`src/rtl/swr_pkg.sv`:
```
package swr_pkg;

    localparam int NUM_WAYS = 8;
    localparam int NUM_SETS = 256;

    localparam int WAY_W = (NUM_WAYS > 1) ? $clog2(NUM_WAYS) : 1;
    localparam int SET_W = (NUM_SETS > 1) ? $clog2(NUM_SETS) : 1;

    // only sets below 256 can be addressed by an 8-bit index
    localparam int VLD_N = (NUM_SETS < 256) ? NUM_SETS : 256;
    localparam int VLD_W = (VLD_N > 1) ? $clog2(VLD_N) : 1;

    localparam logic [1:0] OP_TOUCH = 2'd0;
    localparam logic [1:0] OP_CLEAR = 2'd1;
    localparam logic [1:0] OP_FIND  = 2'd2;

    typedef logic [NUM_WAYS-1:0] t_marks;
    typedef logic [SET_W-1:0]    t_set_addr;

    typedef struct packed {
        logic      rd;
        logic      wr;
        t_set_addr addr;
        t_marks    vis;
        t_marks    saf;
    } t_store_req;

endpackage

```
`src/rtl/swr_if.sv`:
```
interface swr_req_if;
    logic       valid;
    logic       ready;
    logic [1:0] operation;
    logic [7:0] set_index;
    logic [2:0] way;

    modport source (output valid, output operation, output set_index, output way,
                    input ready);
    modport sink   (input valid, input operation, input set_index, input way,
                    output ready);
endinterface

interface swr_rsp_if;
    logic       valid;
    logic       ready;
    logic [2:0] victim_way;
    logic       victim_proper;

    modport source (output valid, output victim_way, output victim_proper,
                    input ready);
    modport sink   (input valid, input victim_way, input victim_proper,
                    output ready);
endinterface

```
`src/rtl/swr_mark_store.sv`:
```
module swr_mark_store (
    input  logic                i_clk,
    input  logic                i_rst_n,
    input  swr_pkg::t_store_req i_req,
    output swr_pkg::t_marks     o_vis,
    output swr_pkg::t_marks     o_saf
);
    import swr_pkg::*;

    t_marks            r_vis_mem [NUM_SETS];
    t_marks            r_saf_mem [NUM_SETS];
    logic [VLD_N-1:0]  r_written;
    t_marks            r_rd_vis;
    t_marks            r_rd_saf;
    logic              r_rd_ok;

    always_ff @(posedge i_clk) begin
        if (i_req.wr) begin
            r_vis_mem[i_req.addr] <= i_req.vis;
            r_saf_mem[i_req.addr] <= i_req.saf;
        end
        if (i_req.rd) begin
            r_rd_vis <= r_vis_mem[i_req.addr];
            r_rd_saf <= r_saf_mem[i_req.addr];
        end
    end

    // a set never written since reset reads as all zeros
    always_ff @(posedge i_clk) begin
        if (!i_rst_n) begin
            r_written <= '0;
            r_rd_ok   <= 1'b0;
        end else begin
            if (i_req.wr) begin
                r_written[VLD_W'(i_req.addr)] <= 1'b1;
            end
            if (i_req.rd) begin
                r_rd_ok <= r_written[VLD_W'(i_req.addr)];
            end
        end
    end

    assign o_vis = r_rd_ok ? r_rd_vis : '0;
    assign o_saf = r_rd_ok ? r_rd_saf : '0;

endmodule

```
`src/rtl/sieve_way_replacement_core.sv`:
```
// Touch / clear: set reduce, read, load, write from acceptance, no result.
// Find victim: set reduce, read, load, scan of k ways (1..NUM_WAYS), write; the write stage
// registers the result, waiting while an earlier one is still held in the output register.
// A new request is taken only once the core is back in idle; an ignored one (unknown operation)
// leaves it idle. Ready is high only while idle.
// Synchronous active-low reset; per-set written flags make the store read as cleared at once.
module sieve_way_replacement_core (
    input  logic  i_clk,
    input  logic  i_rst_n,
    swr_req_if.sink   i_req,
    swr_rsp_if.source o_rsp
);
    import swr_pkg::*;

    localparam logic [2:0] S_IDLE  = 3'd0;
    localparam logic [2:0] S_MOD   = 3'd1;
    localparam logic [2:0] S_READ  = 3'd2;
    localparam logic [2:0] S_LOAD  = 3'd3;
    localparam logic [2:0] S_SCAN  = 3'd4;
    localparam logic [2:0] S_WRITE = 3'd5;

    logic [2:0]       r_state, n_state;
    logic             r_out_valid, n_out_valid;
    logic [1:0]       r_op, n_op;
    logic [7:0]       r_set, n_set;
    logic [WAY_W-1:0] r_way, n_way;
    logic [WAY_W-1:0] r_cnt, n_cnt;
    t_marks           r_vis, n_vis;
    t_marks           r_saf, n_saf;
    logic [2:0]       r_victim, n_victim;
    logic             r_proper, n_proper;
    logic [2:0]       r_out_way, n_out_way;
    logic             r_out_proper, n_out_proper;

    t_store_req       store_req;
    t_marks           rd_vis;
    t_marks           rd_saf;
    t_marks           way_bit;
    t_marks           unsafe;
    logic             take;

    swr_mark_store u_store (
        .i_clk   (i_clk),
        .i_rst_n (i_rst_n),
        .i_req   (store_req),
        .o_vis   (rd_vis),
        .o_saf   (rd_saf)
    );

    assign i_req.ready         = (r_state == S_IDLE);
    assign o_rsp.valid         = r_out_valid;
    assign o_rsp.victim_way    = r_out_way;
    assign o_rsp.victim_proper = r_out_proper;

    assign take    = i_req.valid && (r_state == S_IDLE);
    assign way_bit = t_marks'(1) << r_way;
    assign unsafe  = ~rd_saf;

    always_comb begin
        store_req.rd   = (r_state == S_READ);
        store_req.wr   = (r_state == S_WRITE);
        store_req.addr = SET_W'(r_set);
        store_req.vis  = r_vis;
        store_req.saf  = r_saf;
    end

    always_comb begin
        n_state      = r_state;
        n_out_valid  = r_out_valid && !o_rsp.ready;
        n_op         = r_op;
        n_set        = r_set;
        n_way        = r_way;
        n_cnt        = r_cnt;
        n_vis        = r_vis;
        n_saf        = r_saf;
        n_victim     = r_victim;
        n_proper     = r_proper;
        n_out_way    = r_out_way;
        n_out_proper = r_out_proper;

        case (r_state)
            S_IDLE: begin
                if (take) begin
                    n_op  = i_req.operation;
                    n_set = i_req.set_index;
                    n_way = WAY_W'(i_req.way);
                    if (i_req.operation == OP_FIND ||
                        ((i_req.operation == OP_TOUCH || i_req.operation == OP_CLEAR) &&
                         int'(i_req.way) < NUM_WAYS)) begin
                        n_state = S_MOD;
                    end
                end
            end
            S_MOD: begin
                // wrap the set index by repeated subtraction
                if (int'(r_set) >= NUM_SETS) begin
                    n_set = r_set - 8'(NUM_SETS);
                end else begin
                    n_state = S_READ;
                end
            end
            S_READ: begin
                n_state = S_LOAD;
            end
            S_LOAD: begin
                n_vis   = rd_vis;
                n_saf   = rd_saf;
                n_cnt   = '0;
                n_state = S_WRITE;
                case (r_op)
                    OP_TOUCH: begin
                        n_vis = rd_vis | way_bit;
                    end
                    OP_CLEAR: begin
                        n_vis = rd_vis & ~way_bit;
                        n_saf = rd_saf & ~way_bit;
                    end
                    default: begin
                        // age the set when no unsafe way is unvisited
                        if ((unsafe & ~rd_vis) == '0) begin
                            n_vis = rd_vis & ~unsafe;
                            n_saf = '0;
                        end
                        n_state = S_SCAN;
                    end
                endcase
            end
            S_SCAN: begin
                if (!r_saf[r_cnt] && !r_vis[r_cnt]) begin
                    n_victim = 3'(r_cnt);
                    n_proper = 1'b1;
                    n_state  = S_WRITE;
                end else begin
                    if (!r_saf[r_cnt]) begin
                        n_saf[r_cnt] = 1'b1;
                        n_vis[r_cnt] = 1'b0;
                    end
                    if (r_cnt == WAY_W'(NUM_WAYS - 1)) begin
                        n_victim = 3'(NUM_WAYS - 1);
                        n_proper = 1'b0;
                        n_state  = S_WRITE;
                    end else begin
                        n_cnt = r_cnt + WAY_W'(1);
                    end
                end
            end
            S_WRITE: begin
                if (r_op != OP_FIND) begin
                    n_state = S_IDLE;
                end else if (!r_out_valid || o_rsp.ready) begin
                    // hold the write until the result slot is free
                    n_out_valid  = 1'b1;
                    n_out_way    = r_victim;
                    n_out_proper = r_proper;
                    n_state      = S_IDLE;
                end
            end
            default: begin
                n_state = S_IDLE;
            end
        endcase
    end

    always_ff @(posedge i_clk) begin
        if (!i_rst_n) begin
            r_state     <= S_IDLE;
            r_out_valid <= 1'b0;
        end else begin
            r_state     <= n_state;
            r_out_valid <= n_out_valid;
        end
    end

    always_ff @(posedge i_clk) begin
        r_op         <= n_op;
        r_set        <= n_set;
        r_way        <= n_way;
        r_cnt        <= n_cnt;
        r_vis        <= n_vis;
        r_saf        <= n_saf;
        r_victim     <= n_victim;
        r_proper     <= n_proper;
        r_out_way    <= n_out_way;
        r_out_proper <= n_out_proper;
    end

endmodule
```
`src/flat_wrapper.sv`:
```
// flat-port wrapper written by rule: the top's interface ports become plain ports
module sieve_way_replacement_core_flat import swr_pkg::*;
  (i_clk, i_rst_n, i_req_valid, i_req_operation, i_req_set_index, i_req_way, i_req_ready, o_rsp_valid, o_rsp_victim_way, o_rsp_victim_proper, o_rsp_ready);
  swr_req_if i_req_i ();
  swr_rsp_if o_rsp_i ();
  input  logic i_clk;
  input  logic i_rst_n;
  input wire logic [$bits(i_req_i.valid)-1:0] i_req_valid;
  input wire logic [$bits(i_req_i.operation)-1:0] i_req_operation;
  input wire logic [$bits(i_req_i.set_index)-1:0] i_req_set_index;
  input wire logic [$bits(i_req_i.way)-1:0] i_req_way;
  output wire logic [$bits(i_req_i.ready)-1:0] i_req_ready;
  output wire logic [$bits(o_rsp_i.valid)-1:0] o_rsp_valid;
  output wire logic [$bits(o_rsp_i.victim_way)-1:0] o_rsp_victim_way;
  output wire logic [$bits(o_rsp_i.victim_proper)-1:0] o_rsp_victim_proper;
  input wire logic [$bits(o_rsp_i.ready)-1:0] o_rsp_ready;
  assign i_req_i.valid = i_req_valid;
  assign i_req_i.operation = i_req_operation;
  assign i_req_i.set_index = i_req_set_index;
  assign i_req_i.way = i_req_way;
  assign i_req_ready = i_req_i.ready;
  assign o_rsp_valid = o_rsp_i.valid;
  assign o_rsp_victim_way = o_rsp_i.victim_way;
  assign o_rsp_victim_proper = o_rsp_i.victim_proper;
  assign o_rsp_i.ready = o_rsp_ready;
  sieve_way_replacement_core u_core (.i_clk(i_clk), .i_rst_n(i_rst_n), .i_req(i_req_i), .o_rsp(o_rsp_i));
endmodule
```
`config.mk`:
```
export PLATFORM = sky130hd
export DESIGN_NAME = sieve_way_replacement_core_flat
export DESIGN_NICKNAME = d
export VERILOG_FILES = /design/src/rtl/swr_pkg.sv /design/src/rtl/swr_if.sv /design/src/rtl/swr_mark_store.sv /design/src/rtl/sieve_way_replacement_core.sv /design/src/flat_wrapper.sv
export SDC_FILE = /design/constraint.sdc
export NUM_CORES = 2
export LEC_CHECK = 0
export BUFFER_PORTS_ARGS = -buffer_cell sky130_fd_sc_hd__buf_2
export CORE_MARGIN = 2
export CORE_UTILIZATION = 50
export CTS_CLUSTER_SIZE = 25
export DETAILED_ROUTE_END_ITERATION = 7
export PLACE_DENSITY = 0.72
export SLEW_MARGIN = 20
export SYNTH_ARGS = -nofsm -noshare
export SYNTH_HDL_FRONTEND = slang
export SYNTH_SLANG_ARGS = --single-unit
export TNS_END_PERCENT = 10
```
`constraint.sdc`:
```
create_clock -name i_clk -period 13.2 [get_ports i_clk]
set_input_delay 2.64 -clock i_clk [delete_from_list [all_inputs] [get_ports i_clk]]
set_output_delay 2.64 -clock i_clk [all_outputs]
set_load 0.01 [all_outputs]
```
* Word-level counts from Yosys, hierarchy flattened
Memory sizes are Yosys's and may differ from the RTL's. A register that Yosys moved wholly into a read port is not among the register bits.
Index checks and enable logic that the tools add are counted.
** Operators by class
- Add/sub/neg operators :: 1
- $mul :: 0
- Divide/modulo/power cells :: 0
- Magnitude comparators :: 4
- Equality and inequality tests :: 17
- Shift-type cells :: 1
- Multiplexer cells :: 41
- Bitwise operators :: 14
- Reductions and logical operators :: 25
** Operator list (number)
- $or 256x256->256 :: 1
- $mux 8 :: 8
- $pmux 8 s2 :: 4
- $and 8x8->8 :: 5
- $not 8->8 :: 5
- $mux 3 :: 10
- $pmux 3 s6 :: 1
- $or 8x8->8 :: 2
- $mux 1 :: 12
- $eq 3x3->1 const B :: 3
- $lt 8x9->1 const B :: 1
- $reduce_and 3->1 :: 3
- $bmux 1 s8 :: 1
- $demux 1 s8 :: 1
- $ge 8x1->1 const B :: 1
- $logic_not 8->1 :: 1
- $ne 2x2->1 const B :: 4
- $shl 1x3->8 const A :: 1
- $bmux 1 s3 :: 2
- $eq 3x2->1 const B :: 2
- $pmux 3 s2 :: 1
- $logic_and 1x1->1 :: 5
- $eq 2x1->1 const B :: 2
- $logic_not 1->1 :: 4
- 17 further kinds :: 23
** Storage, ports and cells
- Flip-flop bits (word level) :: 301
- Bits in latches :: 0
- Bits in writable memories :: 4096
- Memory bits (read-only) :: 0
- Input bits :: 17
- Word-level logic and storage cells :: 119
- Memories :: 2
** Memory list
- u_core.u_store.r_saf_mem :: words 256, width 8, read ports 1, clocked after memory_dff 1, write ports 1, line swr_mark_store.sv:11 : t_marks r_saf_mem [NUM_SETS];
- u_core.u_store.r_vis_mem :: words 256, width 8, read ports 1, clocked after memory_dff 1, write ports 1, line swr_mark_store.sv:10 : t_marks r_vis_mem [NUM_SETS];

* Logic depth before layout (Yosys ltp)
- Word-level depth :: 9
- Gate-level depth with buffers :: 13
- Mapped depth without buffers :: 7

* Modules after synthesis
Synthesis repeated with hierarchy kept, for this count alone.
** Second synthesis, totals
- Cells, all modules :: 7553
- Area, all modules :: 168982.1 µm²
** By module, submodules not included
- swr_mark_store :: instances 1, cells an instance 7354, area an instance 166751.2 µm², sequential area each 128623.4 µm²
- sieve_way_replacement_core :: instances 1, cells an instance 199, area an instance 2230.9 µm², sequential area each 1281.2 µm²

* Worst setup path after synthesis
Ideal clock, no wire load.
- Kind :: register -> register
- Start :: register u_core.r_vis[1]
- End :: register u_core.r_cnt[0] (enable)
- Library setup time :: 355 ps
- Arrival :: 4684 ps
- Slack :: 8161 ps
- Cell stages (with the launch flop) :: 8
- Buffers on the path :: 1
- Period minus slack after synthesis :: 5039 ps
- Path through :: edfxtp_1 > inv_1 > or3_1 > a21oi_1 > nor3_1 > and2_1 > clkbuf_1 > o31ai_1
** On the way
- Longest elaborated chain between the ends :: 6
** Ends and longest elaborated chain
- start, declared :: line sieve_way_replacement_core.sv:28 : t_marks r_vis, n_vis;
- start signal, assigned :: line sieve_way_replacement_core.sv:179 : r_vis <= n_vis;
- $bmux 1 s3 :: line sieve_way_replacement_core.sv:129 : if (!r_saf[r_cnt] && !r_vis[r_cnt]) begin
- $mux 1 (implied by the code) :: line sieve_way_replacement_core.sv:129
- $logic_not 1->1 :: line sieve_way_replacement_core.sv:129
- $logic_and 1x1->1 :: line sieve_way_replacement_core.sv:129
- $ne 2x2->1 (no source line)
- $reduce_and 3->1 (no source line)
- end signal, assigned :: line sieve_way_replacement_core.sv:178 : r_cnt <= n_cnt;
- end, declared :: line sieve_way_replacement_core.sv:27 : logic [WAY_W-1:0] r_cnt, n_cnt;
Every way passes these cells. The select of a mux whose other input is x is not followed.
A chain may end at the register's enable or synchronous reset.

==> metrics.yaml <==
synth:
  yosysTopAreaCell: "edfxtp_1"
  synth_warnings: 0
  synthTopCellsByArea: "edfxtp_1, mux4_2, dfxtp_1"
  synth_most_common_cell: "edfxtp_1"
  syn-instance-count: 7305
  synth_top_area_share_pct: 73.93
  ys_types: 60
  synth-seq-cells: 4413
  synthFlopType: "edfxtp_1"
  avgSynthCellArea_sq_um: 23.09
  synth_fp_nets: 7324
  synth-edff-count: 4152
  ys_seq_area_share_pct: 77.03
  synth_common_cells: "edfxtp_1, mux4_2, nor2_1, dfxtp_1, o21a_1"
  synth-async-reset-ratio_pct: 0
  netlist_area_sq_um: 168600
placement:
  gp_congestion: 0.8837
  hpwl_um: 241500
  dpl_cell_area_sq_um: 176100
  port_buffers: 22
clocking:
  clockBufferDepth: 4
  cts_resized: 0
  hold_buffers: 0
  cts_made_buffers: 410
  postCtsSetupBuffers: 0
  path_clk_slew_ns: 0.07
  cts_tree: "yes"
  root_buffer: "clkbuf_16"
  htreeDepth: 5
  cts.sinks: 4413
  clkLatencyLatePin_ns: 0.95
timing:
  fin_crit_sh_pct: 45.33
  finalHoldViolations: 0
  max_freq_ghz: 0.1671
  tns_ns: 0
  report.final.slew_viol_count: 0
  min_period_ns: 5.983
  tightestPinTransition_ns: 1.228
  max_slew_margin_pct: 17.66
  fin_skew_ns: 0.07374
  rsz0062_at_grt: "no"
  setup_viol: 0
power:
  share_comb_of_total_power_pct: 9.5
  leakage_nw: 58.77
  p_per_area_nw_per_um2: 158.0
  pwr-share-clk_pct: 39.1
  ir_worst_vdd_uv: 122.6
  power_frac_seq_pct: 51.4
  sw_frac_of_total_pct: 22.84
  p_switching_mw: 6.842
  internal_power_mw: 23.12
global_routing:
  grt.busiest_layer: "met2"
  use_met2_pct: 39.45
  grt_pass1_vias: 80800
  antenna_found_initial: 12
  grt_pass1_wl_um: 615700
  grt.met1_usage_pct: 35.30
  grt_usage_pct: 25.49
  grt_max_degree: 259
  use_met3_pct: 6.163
  gr-total-overflow: 0
critical_path:
  crit_fanout: 74
  crit_path_end_kind: "flop"
  arrival_ns: 6.66
  crit_type: "reg2reg"
  regToRegSetupSlack_ns: 7.22
  critPathLaunchType: "flop"
  required_ns: 13.88
routing:
  firstDrtPassIters: 8
  vias_per_cell: 6.540
  vias: 82050
  wire_per_inst_um: 34.88
  drt_wl_total_um: 437500
  drc_errors: 0
  ant_nets: 0
  drt_iter0_drc: 12860
floorplanning:
  initial_core_util_pct: 50.18
  row_count: 213
  die_area_sq_um: 341900
  die_w_um: 584.8
  io_pins: 23
  die_h_um: 584.8
  core_area_sq_um: 336100
layout:
  fill_cells: 23560
  final_layout_size_suffix_gt1_share_pct: 32.31
  postLayoutCellArea_sq_um: 189600
  multi_input_area_sq_um: 37490
  fin_nets: 7694
  area.growth.synth_to_final_pct: 12.43
  seq_area_sq_um: 129900
hold_path:
  hold_path.class: "reg2reg"
job:
  drv_cap: 0
status:
  outcome: "finished, final reports clean"
path summary, 6_finish.rpt:
path | from | endpoint | cells after the start
worst max-delay path | u_core.r_set[0] | u_core.u_store.r_rd_vis[7] | 9
worst min-delay path | u_core.r_victim[2] | u_core.o_rsp.victim_way[2] | 0
worst max register to register | u_core.r_set[0] | u_core.u_store.r_rd_vis[7] | 9
worst min register to register | u_core.r_victim[2] | u_core.o_rsp.victim_way[2] | 0
cells in the final DEF, fill, tap and decap left out, types with 7 or more instances in the layout:
| cell type | instances |
|---|---|
| buf_2 | 21 |
| o22ai_1 | 9 |
| a32oi_1 | 9 |
| clkbuf_1 | 106 |
| o21ai_0 | 9 |
| mux4_2 | 1332 |
| nand4_1 | 13 |
| edfxtp_1 | 4152 |
| clkbuf_8 | 24 |
| nor3_1 | 13 |
| inv_1 | 10 |
| nand2_2 | 11 |
| nor2b_1 | 10 |
| nand2_1 | 126 |
| clkinvlp_4 | 16 |
| a221oi_1 | 9 |
| nand2_4 | 7 |
| a21oi_1 | 43 |
| dfxtp_1 | 261 |
| clkbuf_16 | 417 |
| diode_2 | 8 |
| nor2_2 | 205 |
| clkinv_2 | 87 |
| a22oi_1 | 47 |
| o21a_1 | 258 |
| inv_6 | 9 |
| buf_4 | 322 |
| a31oi_1 | 12 |
| o211ai_1 | 8 |
| mux2i_1 | 44 |
| a211oi_1 | 12 |
| nand3_1 | 64 |
| buf_16 | 8 |
| clkinv_1 | 55 |
| nor2_4 | 42 |
| buf_12 | 22 |
| bufinv_16 | 35 |
| nor2_1 | 63 |
| a22o_1 | 20 |
layer usage:
metal / vias to the layer above / share of wire [%]
met5: - / 0.0016
met4: 2 / 4.5
met3: 872 / 12
met2: 5576 / 47
met1: 43700 / 36
li1: 31900 / -
logic make-up after synthesis:
logic type	after synthesis	share of synthesized area, %
mux	1380	18.08
flops	4413	77.03
buf+inv	434	1.290
compound gates	476	2.080
fa+ha+maj	2	0.01484
simple gates	599	1.502
xor+xnor	1	0.005195
area by class of cell:
type | instances | share of cell area (%)
Inverter | 12 | 0.02772
Multi-Input combinational cell | 2458 | 19.78
Clock inverter | 213 | 1.081
Tap cell | 4515 | 2.980
Antenna cell | 8 | 0.01056
Clock buffer | 547 | 5.888
Timing Repair Buffer | 380 | 1.720
Sequential cell | 4413 | 68.52
power by group through the flow:
| stage | registers (mW) | logic (mW) | clock network [mW] |
|---|---|---|---|
| CTS | 15.4 | 2.83 | 11.8 |
| global placement | 15.7 | 2.77 | 0 |
| finish | 15.4 | 2.86 | 11.7 |
| floorplan | 15.8 | 1.73 | 0 |
| global route | 15.4 | 2.95 | 12.3 |
| detailed placement | 15.7 | 2.81 | 0 |
state kept, by name, indices dropped and copies added, names as in the netlist, 8 cells and up:
register / flops
u_core.r_set: 8
u_core.u_store.r_rd_vis: 8
u_core.r_saf: 8
u_core.u_store.r_saf_mem: 2048
u_core.u_store.r_rd_saf: 8
u_core.u_store.r_written: 256
u_core.u_store.r_vis_mem: 2048
u_core.r_vis: 8
worst max-delay path, stage by stage, from the launching register on:
cell and delay, ns:
edfxtp_1 0.44, buf_4 0.61, buf_4 0.70, buf_12 0.43, buf_4 0.85, mux4_2 0.62
mux4_2 0.52, mux4_2 0.61, and2_1 0.27, a211o_1 0.28
through the flow:
step	utilization [%]	power [mW]	setup slack, ns	hold slack (ns)	instances
after floorplan	-	17.53	8.161	0.4003	7305
after global placement	52.35	18.45	7.199	0.4118	11770
after detailed placement	52.40	18.50	7.153	0.4080	11770
after CTS	56.33	30.02	7.115	0.4187	12530
after global routing	56.41	30.64	6.782	0.4209	12540
final	56.42	29.96	7.217	0.4196	12550
(Power assumes the default switching activity.)
